===== src/rtl/ssc_pkg.sv =====
// shared types and constants for the signed sort block
// used by ssc_cell and signed_sort_by_sign_class; no dependencies
package ssc_pkg;

    localparam int CAPACITY = 64;
    localparam int VAL_W    = 32;

    typedef logic signed [VAL_W-1:0] t_value;

    // per-cycle command broadcast to every cell
    typedef struct packed {
        logic ins;    // insert the new value in order
        logic shift;  // move every value one cell toward cell 0
    } t_cell_ctrl;

    // what a cell shows its neighbors
    typedef struct packed {
        t_value val;
        logic   occ;
        logic   gt;   // cell is empty or holds a value above the new one
    } t_cell_link;

endpackage


===== src/rtl/ssc_cell.sv =====
// one cell of the insertion sort chain: holds one value and its occupied bit
// depends on ssc_pkg
module ssc_cell (
    input  logic               i_clk,
    input  logic               i_rst_n,
    input  ssc_pkg::t_cell_ctrl i_ctrl,
    input  ssc_pkg::t_value    i_new,
    input  ssc_pkg::t_cell_link i_left,
    input  ssc_pkg::t_cell_link i_right,
    output ssc_pkg::t_cell_link o_link
);
    import ssc_pkg::*;

    t_value r_val;
    logic   r_occ;
    logic   w_gt;

    assign w_gt   = !r_occ || (r_val > i_new);
    assign o_link = '{val: r_val, occ: r_occ, gt: w_gt};

    // value: insert from left neighbor or new item, or shift from right neighbor
    always_ff @(posedge i_clk) begin
        if (i_ctrl.ins && w_gt) begin
            r_val <= i_left.gt ? i_left.val : i_new;
        end else if (i_ctrl.shift) begin
            r_val <= i_right.val;
        end
    end

    always_ff @(posedge i_clk) begin
        if (!i_rst_n) begin
            r_occ <= 1'b0;
        end else if (i_ctrl.ins && w_gt) begin
            r_occ <= r_occ | i_left.occ;
        end else if (i_ctrl.shift) begin
            r_occ <= i_right.occ;
        end
    end

endmodule


===== config.mk =====
export PLATFORM = sky130hd
export DESIGN_NAME = ssc_cell
export DESIGN_NICKNAME = d
export VERILOG_FILES = /design/src/rtl/ssc_pkg.sv /design/src/rtl/ssc_cell.sv
export SDC_FILE = /design/constraint.sdc
export NUM_CORES = 1
export LEC_CHECK = 0
export BUFFER_PORTS_ARGS = -buffer_cell sky130_fd_sc_hd__buf_4
export CAP_MARGIN = 20
export CORE_AREA = 2 2 71 87
export CTS_BUF_LIST = sky130_fd_sc_hd__clkbuf_2
export CTS_CLUSTER_SIZE = 24
export DETAILED_ROUTE_END_ITERATION = 8
export DIE_AREA = 0 0 73 89
export PLACE_DENSITY = 0.92
export REMOVE_ABC_BUFFERS = 1
export SYNTH_ARGS = -nofsm -noshare
export SYNTH_HDL_FRONTEND = slang
export SYNTH_SLANG_ARGS = --single-unit

===== constraint.sdc =====
create_clock -name i_clk -period 5.81 [get_ports i_clk]
set_input_delay 0 -clock i_clk [delete_from_list [all_inputs] [get_ports i_clk]]
set_output_delay 0 -clock i_clk [all_outputs]
set_load 0.05 [all_outputs]

=== Yosys cells after proc, flatten, opt, wreduce, memory -nomap -nowiden ===
Cells that the tools add are included.

* Bits in registers: 33
* Bits of input ports: 104
* Output and inout port bits: 34
* Logic and storage cells: 13

* Order comparisons: 1
* Multiplexer cells: 5
* Bitwise logic cells: 1
* Reductions and logical operators: 4

{| class="wikitable"
|+ Operator list
! cell !! count
|-
| $mux W32 || 3
|-
| $gt A32 B32 Y1 || 1
|-
| $mux W1 || 2
|-
| $reduce_bool A2 Y1 || 1
|-
| $logic_and A1 B1 Y1 || 1
|-
| $logic_not A1 Y1 || 1
|-
| $logic_or A1 B1 Y1 || 1
|-
| $or A1 B1 Y1 || 1
|}

=== Depth between registers and ports, before layout ===
Gate-level depths: netlist (run 1).

* Word-level depth: 4
* Gate-level depth with buffers: 11
* Mapped depth without buffers: 9

=== Least setup slack after synthesis (run 1) ===
OpenSTA, ideal clock, no wires.

* Path type: register -> register
* Start point: register r_val[31]
* End point: register r_val[0] (enable)
* Setup time: 0.390 ns
* Arrival: 3.145 ns
* Path slack: 2.275 ns
* Cell stages (with the launch flop): 10
* Cell sequence: edfxtp_1 > ha_1 > nand4_1 > or4_1 > a31oi_1 > o221a_4 > buf_6 > buf_6 > nand2_1 > nand2_1

* Longest elaborated chain between the ends: 4

{| class="wikitable"
|+ RTL lines
! element !! RTL line !! text
|-
| from (decl) || ssc_cell.sv:14 || <nowiki>t_value r_val;</nowiki>
|-
| from (signal assigned) || ssc_cell.sv:24 || <nowiki>r_val <= i_left.gt ? i_left.val : i_new;</nowiki>
|-
| from (signal assigned) || ssc_cell.sv:26 || <nowiki>r_val <= i_right.val;</nowiki>
|-
| $gt A32 B32 Y1 || ssc_cell.sv:18 || <nowiki>assign w_gt = !r_occ || (r_val > i_new);</nowiki>
|-
| $logic_or A1 B1 Y1 || ssc_cell.sv:18 ||
|-
| via w_gt || ssc_cell.sv:16 || <nowiki>logic w_gt;</nowiki>
|-
| $logic_and A1 B1 Y1 || ssc_cell.sv:23 || <nowiki>if (i_ctrl.ins && w_gt) begin</nowiki>
|-
| $reduce_bool A2 Y1 (no line) || n/a ||
|}

The timed path passes the listed nets, and every way through them passes these cells.
A chain may end at the register's enable or synchronous reset.

=== Worst setup path in the final report (run 1) ===
* Start point: register r_val[31]
* End point: register r_val[8] (enable)

* Longest elaborated chain between the ends: 4

{| class="wikitable"
|+ RTL lines
! element !! RTL line
|-
| $gt A32 B32 Y1 || ssc_cell.sv:18
|-
| $logic_or A1 B1 Y1 || ssc_cell.sv:18
|-
| $logic_and A1 B1 Y1 || ssc_cell.sv:23
|-
| $reduce_bool A2 Y1 (no line) || n/a
|}

No other way between the ends.

==> impl_metrics.toml, run 1 <==
[outcome]
outcome = "complete, no violations"

[placement]
place_ws_ns = 1.91
dp.cells = 461
portBuffers = 136
dp_hpwl_mm = 5.57
place.gp.congestion = 0.767

[power_and_ir_drop]
power.leakage_nw = 1.99
power_w = 0.000929
power_density_nw_per_um2 = 221
irDropWorstVdd_mv = 0.126

[sta]
maxSlewHeadroom_pct = 39.0
hold_violations = 0
period_needed_ns = 3.89
setup_viol = 0
fmax_ghz = 0.257
final.setup.worst_slack_ns = 1.92
tightest_slew_ns = 0.915
fin_tns_setup_ns = 0
hold_ws_ns = 0.0250
drv_slew = 0
fin_skew_ns = 0.0238
finalCritPeriodShare_pct = 67.0
grt_setup_unrepaired = "no"

[cts]
cts_buffers = 5
clkTransAtPathRegs_ns = 0.18
postCtsSetupRepairBufs = 0
cts_resized = 0
cts_root_buffer = "clkbuf_2"
cts_tree = "done"
hold_buffers = 32
clockBufferDepth = 2
h-tree-depth = 2
worst_skew_pair.late_latency_ns = 0.38
clock-sinks = 33

[global_route]
globalRouteOverflowTotal = 0
met3_usage_pct = 5.07
grt_max_degree = 69
grt_pass1_wl_mm = 12.5
grt_pass1_vias = 2797
grt_use_total_pct = 24.7
grtUsageMet1_pct = 27.4
busiest_layer = "met2"
grt_util_met2_pct = 46.5
antenna_found_initial = 0

[synth]
netlist_area_sq_um = 2850
yosysTopAreaCell = "edfxtp_1"
synth_top_area_share_pct = 33.7
syn_inst = 281
synth.distinct_cells = 33
synthArstFlopShare_pct = 0
ys_seq_area_share_pct = 34.4
ys_ff_latch = 33
syn_avg_cell_area_sq_um = 10.2
synth_warnings = 0
synth_ff_type = "edfxtp_1"
synthTopCellsByArea = "edfxtp_1 (34%), ha_1 (14%), a31oi_2 (12%), mux2i_1 (11%), a21oi_1 (8.1%)"
synth_enable_flop_cells = 32

[layout]
multi_input_area_sq_um = 1620
instances_no_fill = 502
syn_to_final_growth_pct = 47.5
fill_cells = 387
drive_above_1_share_pct = 39.5
seqCellArea_sq_um = 981
final_nets = 573
antenna_cells = 0

[floorplanning]
die_y_um = 89
fp.dieW_um = 73
rows = 30
fp.dieArea_sq_um = 6500
io_pins = 138
start_util_pct = 51.0
core_area_sq_um = 5590

[detailed_routing]
via_per_inst = 5.62
wl_per_cell_um = 16.1
drt_pre_antenna_iters = 4
drtIter0Drc = 132
vias = 2823
wl_mm = 8.08
drc = 0
ant_nets = 0

[run]
drv_cap = 0

[setup_path]
critPathCaptureType = "flop"
criticalPathCategory = "flop to flop"
worstPathRequired_ns = 5.88
path_max_fanout = 67
cp-start-kind = "flop"
critPathArrivalTime_ns = 3.96

[hold_path]
hp-class = "input pin to flop"
-- through the flow --
step	utilization, %	cell area (sq um)
floorplan	-	2730
global placement	68.6	3840
detailed placement	68.6	3840
CTS	75.0	4200
global route	75.2	4210
finish	75.2	4210
-- cell families after synthesis --
family                     Yosys count  share of synthesized area, %
AOI/OAI and AO/OA                   92                          24.9
adders and majority gates           32                          14.0
buffers and inverters               56                          8.95
DFF                                 33                          34.4
muxes                               32                          11.2
and+or+nand+nor                     36                          6.49
-- cell type report --
| type | count | area share [%] |
|---|---|---|
| inverters | 35 | 3.12 |
| flip-flops and latches | 33 | 23.3 |
| repair buffers | 170 | 32.3 |
| clock buffers | 7 | 0.833 |
| multi-input cells | 192 | 38.4 |
| clock inverters | 1 | 0.0892 |
| well taps | 64 | 1.90 |
-- synth_stat cells, drive strengths merged, types with 2 or more instances --
cell and n:
a21oi 46, inv 35, a31oi 33, edfxtp 32, ha 32, mux2i 32
nand2 13, buf 12, clkbuf 9, nand4 7, o21ai 6, nor2 4
nand2b 3, nand3 2
-- worst max-delay path, stage by stage (launching register included) --
cell      delay (ns)
edfxtp_1        0.43
ha_1            0.35
nand4_1         0.18
or4_1           0.58
a31oi_1         0.20
o221a_4         0.84
nand2_1         0.11
nand2_1         0.48
buf_4           0.39
-- where the power goes --
part           internal (W)  total [W]  switching [W]
Combinational      0.000191   0.000486       0.000296
Sequential         0.000310   0.000332      0.0000220
Clock             0.0000323   0.000111      0.0000791
-- state kept, by name, summed over array words and instances, names as in the netlist --
register,flops
r_val,32
r_occ,1
-- cell usage in the layout, fill, tap and decap left out, drive strengths merged, types with 2 or more instances in the layout --
master,instances
inv,35
clkbuf,7
nor2,4
mux2i,32
nand2b,3
a21oi,46
nand2,13
buf,137
nand4,7
ha,32
nand3,2
edfxtp,32
a31oi,33
o21ai,6
dlygate4sd3,33
-- final timing paths --
kind | from | endpoint | slack, ns | depth (start not counted)
worst min-delay path | i_left[21] | r_val[19] | 0.02 | 3
worst min register to register | r_occ | r_val[19] | 1.28 | 3
worst max-delay path | r_val[31] | r_val[8] | 1.92 | 8
worst max register to register | r_val[31] | r_val[8] | 1.92 | 8
-- routing by layer --
| layer | vias up | share of wire (%) |
|---|---|---|
| met5 | - | 0 |
| met4 | 0 | 1.6 |
| met3 | 13 | 6.1 |
| met2 | 112 | 54 |
| met1 | 1333 | 38 |
| li1 | 1365 | - |
Power figures use the tool's default switching activity.
==> run 2: changes to the inputs <==
--- a/config.mk
+++ b/config.mk
@@ -7,12 +7,12 @@
 export LEC_CHECK = 0
 export BUFFER_PORTS_ARGS = -buffer_cell sky130_fd_sc_hd__buf_4
 export CAP_MARGIN = 20
-export CORE_AREA = 2 2 71 87
+export CORE_AREA = 2 2 77 94
 export CTS_BUF_LIST = sky130_fd_sc_hd__clkbuf_2
 export CTS_CLUSTER_SIZE = 24
 export DETAILED_ROUTE_END_ITERATION = 8
-export DIE_AREA = 0 0 73 89
-export PLACE_DENSITY = 0.92
+export DIE_AREA = 0 0 79 96
+export PLACE_DENSITY = 0.84
 export REMOVE_ABC_BUFFERS = 1
 export SYNTH_ARGS = -nofsm -noshare
 export SYNTH_HDL_FRONTEND = slang
==> constraint.sdc (replaced) <==
create_clock -name i_clk -period 3.3 [get_ports i_clk]
set_input_delay 0 -clock i_clk [delete_from_list [all_inputs] [get_ports i_clk]]
set_output_delay 0 -clock i_clk [all_outputs]
set_load 0.05 [all_outputs]
==> run 2 against run 1 <==
Net effect:
- cell count up 5.4%
- power increased by 78%
- final area grew 1.6%
- sequential cell count stayed put
- setup slack worse by 1.7 ns
- die area rose by 17%
- non-clock buffer count up 4
- clock power grew 82%
- critical endpoint is now o_link[0]
- largest cell class unchanged
- highest routed layer unchanged
==> impl_metrics.toml, run 2 (same netlist as run 1, synthesis figures left out) <==
[outcome]
outcome = "complete, no violations"

[sta]
hold_violations = 0
setup_viol = 0
fmax_ghz = 0.322
tightest_slew_ns = 0.819
period_needed_ns = 3.11
fin_skew_ns = 0.0156
drv_slew = 0
maxSlewHeadroom_pct = 45.4
finalCritPeriodShare_pct = 94.2
hold_ws_ns = 0.0354
final.setup.worst_slack_ns = 0.192

[floorplanning]
rows = 33
io_pins = 138
fp.dieW_um = 79
start_util_pct = 42.6
fp.dieArea_sq_um = 7580
core_area_sq_um = 6690
die_y_um = 96

[layout]
largest_reg_flops = 32
antenna_cells = 0
syn_to_final_growth_pct = 49.8
post-route-util_pct = 63.9
final_nets = 577
mostFrequentLayoutCells = "buf_4 (141), a21oi_1 (46), inv_1 (35)"
final_common_cell = "buf_4"
drive_above_1_share_pct = 40.5
reg_top3 = "r_val (32), r_occ (1)"
top_register = "r_val"

[cts]
clockBufferDepth = 2
clkTransAtPathRegs_ns = 0.18
postCtsSetupRepairBufs = 0
cts_tree = "done"
worst_skew_pair.late_latency_ns = 0.37
h-tree-depth = 2
clock-sinks = 33
cts_buffers = 5
cts_root_buffer = "clkbuf_2"

[setup_path]
path_max_fanout = 21
slowest_delay_ns = 0.43
rr_worst_depth = 9
critPathArrivalTime_ns = 3.11
criticalPathCategory = "flop to output pin"
critPathSlowestCell = "edfxtp_1"
cp_cell_sequence = "ha_1, nand4_1, nor4_2, o21ai_0, a31oi_1, o221a_4, buf_4, buf_4"
crit_top_cell = "buf_4"
r2r_slack_ns = 0.23
critPathCaptureType = "output pin"
cp-start-kind = "flop"
worstPathRequired_ns = 3.30

[detailed_routing]
drtIter0Drc = 90
via_per_inst = 5.29
drt_pre_antenna_iters = 4
wl_per_cell_um = 15.5
wl_mm = 8.21
vias = 2799
drc = 0
ant_nets = 0

[power_and_ir_drop]
power.share.sequential_pct = 35.3
combPwrFrac_pct = 52.5
switching_share_pct = 42.4
irDropWorstVdd_mv = 0.219
power_w = 0.00165
pwr-share-clk_pct = 12.2
p_int_w = 0.000952
p_sw_w = 0.000702
power.leakage_nw = 2.01
power_density_nw_per_um2 = 387

[hold_path]
hp-class = "input pin to flop"
hold_depth = 3

[placement]
place.gp.congestion = 0.731
portBuffers = 136
place_ws_ns = 0.342
dp_hpwl_mm = 5.91

[run]
drv_cap = 0

[global_route]
grt_use_total_pct = 21.9
globalRouteOverflowTotal = 0
antenna_found_initial = 0
grt_pass1_wl_mm = 13.1
grt_max_degree = 69
grt_pass1_vias = 2923
==> run 2: power by group through the flow <==
| stage | clock network (W) | logic (W) | registers, W |
|---|---|---|---|
| 3_5_place_dp | 0 | 0.000833 | 0.000595 |
| 4_1_cts | 0.000209 | 0.000869 | 0.000584 |
| 3_3_place_gp | 0 | 0.000816 | 0.000589 |
| 2_1_floorplan | 0 | 0.000298 | 0.000811 |
| 6_report | 0.000202 | 0.000868 | 0.000585 |
| 5_1_grt | 0.000228 | 0.000940 | 0.000594 |
==> run 2: critical path: cells and delay by family, from the launching register on <==
kind                       cells  cell delay [ns]
buffers and inverters          2             0.57
adders and majority gates      1             0.33
AOI/OAI and AO/OA              3             0.78
and+or+nand+nor                2             0.63
DFF                            1             0.43
==> run 2: final timing paths <==
kind	endpoint	start
max	o_link[0]	r_val[14]
min	r_val[31]	i_left[33]
max reg2reg	r_occ	r_val[14]
min reg2reg	r_val[15]	r_occ
==> run 2: final cells by class <==
| type | instances | area [sq um] |
|---|---|---|
| Clock buffer | 8 | 40.0 |
| Fill cell | 575 | 2420 |
| Inverter | 35 | 131 |
| Multi-Input combinational cell | 192 | 1620 |
| Sequential cell | 33 | 981 |
| Tap cell | 87 | 109 |
| Timing Repair Buffer | 174 | 1390 |
==> run 2: repair_timing <==
item,CTS,global route
hold buffers,33,0
endpoints found under the setup margin,0,1
hold endpoints to repair,32,0
resized for setup,0,1
==> run 2: metrics by stage <==
stage	instance area [sq um]	cells	TNS (ns)
final	4270	529	0
after floorplan	2730	260	-19.21
after CTS	4270	529	0
after detailed placement	3900	488	0
after global routing	4270	529	-0.0416
after global placement	3900	488	0
==> run 2: routing by layer <==
metal | global-route usage, % | vias to the layer above | share of wire, %
met2 | 41.1 | 105 | 51
met4 | 7.61 | 0 | 2.6
met3 | 4.41 | 17 | 6.3
li1 | - | 1372 | -
met5 | 0 | - | 0
met1 | 24.4 | 1305 | 40
